### src/design/tva_pkg.sv
// Shared types, constants and saturation helper for the vertex bounding-box block.
package tva_pkg;

  localparam int COORD_W = 24;                  // signed Q16.8 coordinate width
  localparam int COEF_W  = 16;                  // signed Q2.14 coefficient width
  localparam int COEF_FRAC = 14;
  localparam int ROW_W   = 3 * COEF_W;          // packed matrix row
  localparam int PROD_W  = COORD_W + COEF_W;    // one coefficient times one coordinate
  localparam int SUM_W   = PROD_W + 2;          // sum of three products
  localparam int SHR_W   = SUM_W - COEF_FRAC;   // sum after the fraction shift
  localparam int QDEPTH  = 8;                   // words between front and back
  localparam int QPTR_W  = $clog2(QDEPTH);
  localparam int OCC_W   = $clog2(QDEPTH + 1);

  localparam int CFG_DATA_W = 64;
  localparam int CFG_ADDR_W = 6;

  typedef logic signed [COORD_W-1:0] coord_t;
  typedef logic [ROW_W-1:0] row_t;

  // register indexes, byte address 8*index
  typedef enum logic [2:0] {
    REG_ROT_ROW_X = 3'd0,
    REG_ROT_ROW_Y = 3'd1,
    REG_ROT_ROW_Z = 3'd2,
    REG_OFFSET_X  = 3'd3,
    REG_OFFSET_Y  = 3'd4,
    REG_OFFSET_Z  = 3'd5
  } reg_idx_t;

  localparam row_t ROT_ROW_X_RST = row_t'(48'd16384);
  localparam row_t ROT_ROW_Y_RST = row_t'(48'd16384 << COEF_W);
  localparam row_t ROT_ROW_Z_RST = row_t'(48'd16384 << (2 * COEF_W));

  localparam coord_t COORD_MAX = {1'b0, {(COORD_W-1){1'b1}}};
  localparam coord_t COORD_MIN = {1'b1, {(COORD_W-1){1'b0}}};

  typedef struct packed {
    coord_t vert_x;
    coord_t vert_y;
    coord_t vert_z;
    logic   final_vertex;
  } vert_t;

  typedef struct packed {
    coord_t box_min_x;
    coord_t box_min_y;
    coord_t box_min_z;
    coord_t box_max_x;
    coord_t box_max_y;
    coord_t box_max_z;
  } box_t;

  // one transformed vertex, the word carried from front to back
  typedef struct packed {
    coord_t [2:0] coord;   // index 0 is x
    logic         final_vertex;
  } xfm_t;

  // clamp a wide signed value to the coordinate range
  function automatic coord_t sat_coord(input logic signed [SHR_W-1:0] v);
    coord_t r;
    r = v[COORD_W-1:0];
    if (v > SHR_W'(COORD_MAX)) r = COORD_MAX;
    else if (v < SHR_W'(COORD_MIN)) r = COORD_MIN;
    return r;
  endfunction

endpackage

### src/design/tva_queue.sv
// Short word queue between the transform front and the min/max back.
module tva_queue (
  input  logic           clk,
  input  logic           rst_n,
  input  logic           push,
  input  tva_pkg::xfm_t  push_word,
  input  logic           pop,
  output logic           q_valid,
  output tva_pkg::xfm_t  q_word
);
  import tva_pkg::*;

  xfm_t              mem [QDEPTH];
  logic [QPTR_W-1:0] wr_ptr_r;
  logic [QPTR_W-1:0] rd_ptr_r;
  logic [OCC_W-1:0]  count_r;
  logic [OCC_W-1:0]  count_nxt;

  always_comb begin
    count_nxt = count_r;
    if (push && !pop) count_nxt = count_r + OCC_W'(1);
    else if (pop && !push) count_nxt = count_r - OCC_W'(1);
  end

  always_ff @(posedge clk) begin
    if (!rst_n) begin
      wr_ptr_r <= '0;
      rd_ptr_r <= '0;
      count_r  <= '0;
    end else begin
      if (push) wr_ptr_r <= wr_ptr_r + QPTR_W'(1);
      if (pop)  rd_ptr_r <= rd_ptr_r + QPTR_W'(1);
      count_r <= count_nxt;
    end
  end

  always_ff @(posedge clk) begin
    if (push) mem[wr_ptr_r] <= push_word;
  end

  assign q_valid = (count_r != '0);
  assign q_word  = mem[rd_ptr_r];

endmodule

### config.mk
export PLATFORM = sky130hd
export DESIGN_NAME = tva_queue
export DESIGN_NICKNAME = d
export VERILOG_FILES = /design/src/design/tva_pkg.sv /design/src/design/tva_queue.sv
export SDC_FILE = /design/constraint.sdc
export NUM_CORES = 1
export LEC_CHECK = 0
export BUFFER_PORTS_ARGS = -buffer_cell sky130_fd_sc_hd__buf_2
export CAP_MARGIN = 30
export CORE_AREA = 2 2 214 216
export DETAILED_ROUTE_END_ITERATION = 8
export DIE_AREA = 0 0 216 218
export PLACE_DENSITY_LB_ADDON = 0.25
export SLEW_MARGIN = 20
export SYNTH_ARGS = -nofsm -noshare
export SYNTH_HDL_FRONTEND = slang
export SYNTH_SLANG_ARGS = --single-unit
### constraint.sdc
create_clock -name clk -period 7.7 [get_ports clk]
set_input_delay 0.385 -clock clk [delete_from_list [all_inputs] [get_ports clk]]
set_output_delay 0.385 -clock clk [all_outputs]
set_load 0.02 [all_outputs]
==> summary.md <==
| Metric | Value |
|---|---|
| #FFs+latches synth | 597 |
| Gate Count Post-Synth | 911 |
| Tmin final | 3.72 ns |
| Boundary Pins | 151 |
| Compound-Gate Fraction of Synth Area | 0.00103 |
| Critical Path Sink Type | primary output |
| LEAKAGE | 8.67 nW |
| Final count of pins violating max slew | 0 |
| Worst path slowest cell | dfxtp_4 |
| Register area share after synthesis | 0.770 |
| Post-synth top area cell | edfxtp_1 |
| CTS Buffer Depth | 3 |
| Initial antenna violation count | 5 |
| Layout area overhead | 14.1% |
| Ys flop type | edfxtp_1 |
| H-tree depth | 2 |
| Post-CTS Hold Buffers | 0 |
| Vias in the first global route | 10418 |
| Post-synth EDFFs | 584 |
| Crit path DAT | 3.33 ns |
| Die area | 0.0471 mm^2 |
| Die width | 216 um |
| Worst slew margin | 0.371 |
| Part of the cycle the worst path needs | 0.483 |
| Largest family of logic cells by synthesized area | multiplexers |
| Setup Skew | 0.0219 ns |
| Worst Tran Pin Value | 0.944 ns |
| Final setup viols | 0 |
| Clock slew at reported path FFs | 0.06 ns |
| Final core occ | 0.587 |
| Synth top cells by count | edfxtp_1, mux4_1, mux2_2 |
| Clk sinks | 597 |
| Initial core utilization | 0.515 |
| Total Power | 0.00705 W |
| Core footprint | 0.0449 mm^2 |
| Critical Path Source Type | flop |
| Setup repair bufs after CTS | 0 |
| FF/Latch Area | 0.0178 mm^2 |
| CTS root buf | clkbuf_16 |
| Nets@finish | 1185 |
| GP Congestion | 0.688 |
| Drt total wl | 42600 um |
| I/O Buffers | 150 |
| Worst hold path class | input port to flop |
| Number of max-cap violations | 0 |
| R2R Setup Slk | 5.00 ns |
| Crit Path Max Fanout | 40 |
| Drt initial violations | 754 |
| Critical Path Max Stage Delay | 0.67 ns |
| Mux cell area share after synthesis | 0.197 |
| Netlist Area Pre-Place | 0.0231 mm^2 |
| Placement Cell Area | 0.0245 mm^2 |
| RSZ-0062 raised after global routing | false |
| ANT nets after route | 0 |
| Synth Area in Adders | 0.00357 |
| Worst skew pair latency | 0.59 ns |
| Global Route Usage Sum | 0.184 |
| CP Cell Sequence | buf_16 -> buf_4 -> mux4_1 -> mux2_2 -> buf_2 |
| Fin. Hold Viols | 0 |
| Share of layout cells above drive strength 1 | 0.326 |
| Chip Height | 218 um |
| CTS tree | yes |
| Grt met2 use | 0.317 |
| Most common cell in the netlist | edfxtp_1 |
| Synth unique cells | 27 |
| Worst path required time | 7.32 ns |
| GR met3 Demand/Resource | 0.0477 |
| Synth area leaders | edfxtp_1, mux4_1, mux4_2, mux2_2, dfxtp_1 |
| WS Path Type | flop to primary output |
| Row cnt | 78 |
| Avg Inst Size Synth | 25.4 um^2 |
| Pre-antenna DRT Iters | 4 |
| CTS Buf Count | 60 |
| Area of the multi-input gates | 0.00493 mm^2 |
| Post-cts repair resize count | 0 |
| XOR/XNOR Fraction of Synth Area | 0.00227 |
| First-pass GRT wire length | 63600 um |
| Sum of negative setup slack | 0 ns |
| Busiest metal layer after global routing | met2 |
| Largest net degree at the start of global routing | 73 |
| Hold WS | 0.0557 ns |
| Placed wire-length estimate | 22000 um |
| Vias per inst | 5.64 |
| DRC viols | 0 |
| Power per Cell Area | 267 mW/mm^2 |
| Ys async rst share | 0 |
| Via Count | 9872 |
| Synthesized Nets | 994 |
| Fillers | 3226 |
| Drt wl/cell | 24.3 um |
| Top cell type's share of synthesized area | 0.759 |
| Design area | 0.0264 mm^2 |
| Yosys warning total | 0 |
| Status | finished, final reports clean |
| GRT overflow | 0 |
| Met1 usage | 0.239 |
| Peak supply drop | 0.237 mV |
| Fmax achieved | 0.269 GHz |
| Post-Synth Simple-Gate Area | 0.00687 |
## cells in the final DEF (no fill, tap or decap), drive strengths merged, types with 5 or more instances in the layout
master / n
edfxtp: 584
and2: 7
ha: 5
clkbuf: 79
nand2: 6
mux2: 73
clkinv: 24
mux4: 146
dfxtp: 13
bufinv: 5
buf: 171
nor2: 7
## sequential cells by signal, summed over array words and instances, names as in the netlist, named ones only
signal    cells
wr_ptr_r      3
mem         584
count_r       4
rd_ptr_r      3
## final timing paths
check	from	to	depth (start not counted)
worst min-delay path	push_word[65]	mem[1][65]$_DFFE_PP_	1
worst max-delay path	flop	q_word[50]	5
worst max register to register	wr_ptr_r[0]$_SDFFE_PN0P_	mem[5][30]$_DFFE_PP_	3
worst min register to register	count_r[3]$_SDFFE_PN0P_	count_r[3]$_SDFFE_PN0P_	2
## cell type report
class	instances	area share
sequential	597	0.675
multi-input combinational	270	0.187
clock buffer	79	0.0612
timing repair buffer	171	0.0375
tap	600	0.0285
clock inverter	30	0.0100
inverter	2	0.000285
antenna	2	0.000190
## where the power goes
group	switching [W]	internal [W]	total (W)
Clock	0.00113	0.00163	0.00276
Sequential	0.0000338	0.00366	0.00369
Combinational	0.000332	0.000270	0.000602
Total	0.00150	0.00556	0.00705
## logic make-up after synthesis
family | count (synthesis)
mux | 223
buf+inv | 44
simple gates | 31
compound gates | 4
xor+xnor | 6
fa+ha+maj | 6
flops | 597
## per-layer routing
metal / vias up / wire length, um
li1: 4373 / -
met1: 5223 / 18000
met2: 215 / 21700
met3: 51 / 2390
met4: 10 / 504
met5: - / 56
## worst max-delay path, delay by kind of cell, from the launching register on
family	cells	cell delay (ns)
DFF	1	0.67
muxes	2	0.92
buffers and inverters	3	1.07
## stage by stage
step | worst slack (ns) | std cells
2_1_floorplan | 1.66 | 911
3_3_place_gp | 4.20 | 1636
5_1_grt | 3.79 | 1749
3_5_place_dp | 4.54 | 1639
6_report | 3.98 | 1751
4_1_cts | 3.88 | 1748
(Power assumes the default switching activity.)
