===== config.mk =====
export PLATFORM = sky130hd
export DESIGN_NAME = tva_back
export DESIGN_NICKNAME = d
export VERILOG_FILES = /design/src/design/tva_pkg.sv /design/src/design/tva_back.sv
export SDC_FILE = /design/constraint.sdc
export NUM_CORES = 1
export LEC_CHECK = 0
export ABC_AREA = 1
export BUFFER_PORTS_ARGS = -buffer_cell sky130_fd_sc_hd__buf_2
export CAP_MARGIN = 10
export CORE_MARGIN = 2
export CORE_UTILIZATION = 50
export CTS_CLUSTER_SIZE = 20
export DETAILED_ROUTE_END_ITERATION = 10
export PLACE_DENSITY = 0.69
export SYNTH_ARGS = -nofsm -noshare
export SYNTH_HDL_FRONTEND = slang
export SYNTH_SLANG_ARGS = --single-unit

===== constraint.sdc =====
create_clock -name clk -period 18.7 [get_ports clk]
set_input_delay 0.935 -clock clk [delete_from_list [all_inputs] [get_ports clk]]
set_output_delay 0.935 -clock clk [all_outputs]
set_load 0.005 [all_outputs]

===== src/design/tva_pkg.sv =====
// Shared types, constants and saturation helper for the vertex bounding-box block.
package tva_pkg;

  localparam int COORD_W = 24;                  // signed Q16.8 coordinate width
  localparam int COEF_W  = 16;                  // signed Q2.14 coefficient width
  localparam int COEF_FRAC = 14;
  localparam int ROW_W   = 3 * COEF_W;          // packed matrix row
  localparam int PROD_W  = COORD_W + COEF_W;    // one coefficient times one coordinate
  localparam int SUM_W   = PROD_W + 2;          // sum of three products
  localparam int SHR_W   = SUM_W - COEF_FRAC;   // sum after the fraction shift
  localparam int QDEPTH  = 8;                   // words between front and back
  localparam int QPTR_W  = $clog2(QDEPTH);
  localparam int OCC_W   = $clog2(QDEPTH + 1);

  localparam int CFG_DATA_W = 64;
  localparam int CFG_ADDR_W = 6;

  typedef logic signed [COORD_W-1:0] coord_t;
  typedef logic [ROW_W-1:0] row_t;

  // register indexes, byte address 8*index
  typedef enum logic [2:0] {
    REG_ROT_ROW_X = 3'd0,
    REG_ROT_ROW_Y = 3'd1,
    REG_ROT_ROW_Z = 3'd2,
    REG_OFFSET_X  = 3'd3,
    REG_OFFSET_Y  = 3'd4,
    REG_OFFSET_Z  = 3'd5
  } reg_idx_t;

  localparam row_t ROT_ROW_X_RST = row_t'(48'd16384);
  localparam row_t ROT_ROW_Y_RST = row_t'(48'd16384 << COEF_W);
  localparam row_t ROT_ROW_Z_RST = row_t'(48'd16384 << (2 * COEF_W));

  localparam coord_t COORD_MAX = {1'b0, {(COORD_W-1){1'b1}}};
  localparam coord_t COORD_MIN = {1'b1, {(COORD_W-1){1'b0}}};

  typedef struct packed {
    coord_t vert_x;
    coord_t vert_y;
    coord_t vert_z;
    logic   final_vertex;
  } vert_t;

  typedef struct packed {
    coord_t box_min_x;
    coord_t box_min_y;
    coord_t box_min_z;
    coord_t box_max_x;
    coord_t box_max_y;
    coord_t box_max_z;
  } box_t;

  // one transformed vertex, the word carried from front to back
  typedef struct packed {
    coord_t [2:0] coord;   // index 0 is x
    logic         final_vertex;
  } xfm_t;

  // clamp a wide signed value to the coordinate range
  function automatic coord_t sat_coord(input logic signed [SHR_W-1:0] v);
    coord_t r;
    r = v[COORD_W-1:0];
    if (v > SHR_W'(COORD_MAX)) r = COORD_MAX;
    else if (v < SHR_W'(COORD_MIN)) r = COORD_MIN;
    return r;
  endfunction

endpackage


===== src/design/tva_back.sv =====
// Back part: folds transformed vertices into the running box and emits it.
module tva_back (
  input  logic                  clk,
  input  logic                  rst_n,
  input  logic                  q_valid,
  input  tva_pkg::xfm_t         q_word,
  output logic                  pop,
  input  tva_pkg::coord_t [2:0] offset,
  output logic                  out_valid,
  input  logic                  out_stall,
  output tva_pkg::box_t         out_data
);
  import tva_pkg::*;

  coord_t [2:0] run_lo_r;
  coord_t [2:0] run_hi_r;
  coord_t [2:0] lo_nxt;
  coord_t [2:0] hi_nxt;
  logic         crn_valid_r;
  coord_t [2:0] crn_lo_r;
  coord_t [2:0] crn_hi_r;
  logic         out_valid_r;
  box_t         out_data_r;
  box_t         out_data_nxt;
  logic         adv;

  // advance the whole back pipeline unless a result waits on a stalled receiver
  assign adv = !out_valid_r || !out_stall;
  assign pop = q_valid && adv;

  always_comb begin
    for (int a = 0; a < 3; a++) begin
      lo_nxt[a] = (q_word.coord[a] < run_lo_r[a]) ? q_word.coord[a] : run_lo_r[a];
      hi_nxt[a] = (q_word.coord[a] > run_hi_r[a]) ? q_word.coord[a] : run_hi_r[a];
    end
  end

  always_comb begin
    coord_t [2:0] lo_o;
    coord_t [2:0] hi_o;
    for (int a = 0; a < 3; a++) begin
      lo_o[a] = sat_coord(SHR_W'(crn_lo_r[a]) + SHR_W'(offset[a]));
      hi_o[a] = sat_coord(SHR_W'(crn_hi_r[a]) + SHR_W'(offset[a]));
    end
    out_data_nxt.box_min_x = lo_o[0];
    out_data_nxt.box_min_y = lo_o[1];
    out_data_nxt.box_min_z = lo_o[2];
    out_data_nxt.box_max_x = hi_o[0];
    out_data_nxt.box_max_y = hi_o[1];
    out_data_nxt.box_max_z = hi_o[2];
  end

  always_ff @(posedge clk) begin
    if (!rst_n) begin
      run_lo_r    <= {3{COORD_MAX}};
      run_hi_r    <= {3{COORD_MIN}};
      crn_valid_r <= 1'b0;
      out_valid_r <= 1'b0;
    end else if (adv) begin
      out_valid_r <= crn_valid_r;
      crn_valid_r <= pop && q_word.final_vertex;
      if (pop) begin
        if (q_word.final_vertex) begin
          run_lo_r <= {3{COORD_MAX}};
          run_hi_r <= {3{COORD_MIN}};
        end else begin
          run_lo_r <= lo_nxt;
          run_hi_r <= hi_nxt;
        end
      end
    end
  end

  always_ff @(posedge clk) begin
    if (adv) begin
      if (pop) begin
        crn_lo_r <= lo_nxt;
        crn_hi_r <= hi_nxt;
      end
      out_data_r <= out_data_nxt;
    end
  end

  assign out_valid = out_valid_r;
  assign out_data  = out_data_r;

endmodule


==> metrics.sh <==
NUMBER_OF_REGISTER_BITS_INFERRED_BY_SYNTHESIS=434
HOLD_END='run_hi_r[53]'
SYNTH.CELL_AREA_MM2=0.0294
FP.DIEW_UM=246
NUMCTSBUFFERS=51
INITIAL_CELL_DENSITY_OF_THE_CORE_PCT=50.7
CRITICAL_PATH.MAX_FANOUT=93
CTS_TREE='yes'
TOTAL_LEAKAGE_POWER_nW=16.3
SLEW_HEADROOM_PCT=25.6
HOLD_PATH.STARTPOINT='run_hi_r[53]'
PLACE_HPWL_MM=63.8
DETAIL_ROUTE.WIRELENGTH_MM=81.4
DRT_PRE_ANTENNA_ITERS=7
FINALCRITICALPERIOD_PS=4400
WORST-SETUP-PATH-TYPE='input port to register'
SETUP.WORST_PATH.END_CLASS='register'
FINAL_CLOCK_SKEW_PS=23.1
NUMBER_OF_ENABLE_FLIP_FLOP_CELLS_AFTER_SYNTHESIS=288
SYNTHESIS.YOSYS.WARNINGS=0
GRT.BUSIEST_LAYER='met2'
IO_BUFFERS=294
TIMING_MAX_TRANSITION_VIOLATIONS_FINAL=0
GROUTE.LAYER.MET1.USAGE_PCT=35.1
PIN_COUNT=295
SYNTH.AVG_CELL_AREA_UM2=7.76
MAXIMUM_NUMBER_OF_PINS_ON_ONE_NET_BEFORE_GLOBAL_ROUTE_REPAIR=104
TIMING.SETUP.TNS_PS=0
CTS.REPAIR.RESIZED=0
SYNTH.LARGEST_AREA_CELL='edfxtp_1'
SYNTHARSTFLOPSHARE_PCT=0
WORST_SETUP_HOLD_PATH_CLK_SLEW_PS=60
CORE-AREA_MM2=0.0579
SYNTHFLOPTYPE='edfxtp_1'
GRT.MET2_USAGE_PCT=43.5
AVGVIACOUNTPERCELL=5.21
POWER_DENSITY_mW_PER_MM2=110
SYNTHESIS.NETS=4227
FINAL_NETS=4479
POST_CTS_HOLD_FIX_BUFS=0
FF2FF_SETUP_SLACK_PS=14410
SYNTH_SEQUENTIAL_AREA_RATIO_PCT=39.4
MAX-CLOCK-PATH-BUFFERS=3
DETAIL_ROUTE.DRC_VIOLATIONS=0
NUMBER_OF_VIOLATIONS_REPORTED_AT_THE_END_OF_DETAILED_ROUTING_ITERATION_0=1763
GLOBAL_ROUTE_MET3_USAGE_PCT=4.61
CTSHTREEMAXLEVEL=2
IRDROPWORSTVDD_V=0.000128
REG2REG_FROM='out_valid'
CRIT_PATH_START_KIND='input port'
HOLD_DEPTH=2
WL_PER_CELL_UM=16.8
NUM_VIAS=25300
WORST_SLEW_PIN_SLEW_PS=1120
HOLD_PATH.CLASS='register to register'
ANTENNA_FOUND_INITIAL=15
ANT_NETS=0
MOST_AREA_CONSUMING_CELLS_AFTER_SYNTHESIS='edfxtp_1, nand2_1, ha_1'
PLACEMENT_ROWS=88
DIEAREA_MM2=0.0607
POST-ROUTE-PERIOD-UTIL_PCT=23.5
CLOCK_INSERTION_DELAY_AT_THE_LATER_PIN_OF_THE_SKEW_REPORT_PS=610
FINAL_CELL_MIX='nand2_1, inv_1, a21oi_1'
GRT_PASS1_VIAS=23600
MAX_CLOCK_FREQ_MHz=227
CTS_SINKS=434
FIRST_PASS_GRT_WIRE_LENGTH_MM=126
REG2REG_TO='run_lo_r[58]'
WORST_PATH_ARRIVAL_PS=4910
NUMBER_OF_INSTANCES_IN_THE_SYNTHESIZED_NETLIST=3787
GPL.FINAL_WEIGHTED_CONGESTION=0.987
RR_WORST_DEPTH=9
CTS_SETUP_BUFFERS=0
MAX_CAP_VIOL_COUNT=0
CLOCK_TREE.ROOT_CELL='clkbuf_16'
SETUP_VIOL=0
MOSTFREQUENTLAYOUTCELL='nand2_1'
GROUTE.USAGE.OVERALL_PCT=26.5
SYNTH_TOP_AREA_SHARE_PCT=29.4
UNREPAIRED_SETUP_ENDPOINTS_AFTER_GLOBAL_ROUTING='no'
HOLDWS_PS=462
DIE_H_UM=246
POST_ROUTE_CELLS_DRIVE_ABOVE_1_SHARE_PCT=10.7
OUTCOME='finished, final reports clean'
WORSTPATHREQUIRED_PS=19210
GRT_OVERFLOW=0
LAYOUT-AREA-OVERHEAD-VS-SYNTH_PCT=12.9
TIMING_HOLD_VIOLATIONS_FINAL=0
SYNTH_CELL_TYPES=44
cells by family after synthesis:
group           share of synthesized area [%]
compound gates                           10.9
xor+xnor                                 3.52
fa+ha+maj                                12.5
buf+inv                                  8.86
flops                                    39.4
simple gates                             24.8
area by class of cell:
type | count | area [um^2]
clock inverters | 30 | 354
well taps | 765 | 957
diodes | 9 | 22.5
flip-flops and latches | 434 | 11600
multi-input cells | 2704 | 15200
fillers | 5492 | 24700
inverters | 543 | 2040
clock buffers | 65 | 1440
repair buffers | 305 | 1550
registers in the layout, summed over array words and instances (netlist names):
register     count
run_lo_r        72
crn_valid_r      1
out_data       144
out_valid        1
crn_lo_r        72
run_hi_r        72
crn_hi_r        72
metrics by stage:
stage                     util, %  instances  area (um^2)  setup slack [ps]  total power, W
after floorplan                 -       3787        29400              8730         0.00219
after CTS                    57.2       4846        33200             14290         0.00368
after global placement       54.1       4751        31400             13720         0.00260
final                        57.3       4855        33200             14300         0.00366
after global routing         57.3       4849        33200             13920         0.00390
after detailed placement     54.1       4751        31400             13660         0.00262
power by group:
part           leakage, nW  switching, W  internal [W]
clock network        0.877      0.000417      0.000644
registers             4.07     0.0000723       0.00130
logic                 11.4      0.000775      0.000447
total                 16.3       0.00127       0.00239
synth_stat cells, drive strengths merged (50+ instances only):
cell / number
nand2: 1093
inv: 540
a21oi: 297
edfxtp: 288
ha: 285
nand3: 278
nor2: 171
o21ai: 164
dfxtp: 146
and2: 96
xor2: 96
clkbuf: 56
buf: 50
worst max-delay path, cell delays in order:
cell	delay (ps)
buf_2	120
nand2_4	480
nand2_4	750
inv_6	700
buf_4	590
nand2_1	170
nand2_2	90
buf_4	690
a21oi_1	70
o21ai_1	130
routing by layer:
metal	up-vias	wire length [um]	share of wire (%)
met3	157	5010	6.2
met5	-	117	0.14
li1	12900	-	-
met4	18	2770	3.4
met2	676	37300	46
met1	11500	36200	44
worst max path at each step:
| stage | start | to |
|---|---|---|
| after floorplan | out_stall | pop |
| after global placement | out_stall | crn_hi_r[2] |
| after detailed placement | out_stall | run_lo_r[62] |
| after CTS | out_stall | run_lo_r[62] |
| after global routing | out_stall | run_lo_r[56] |
| final | out_stall | run_lo_r[58] |
Power figures use the tool's default switching activity.
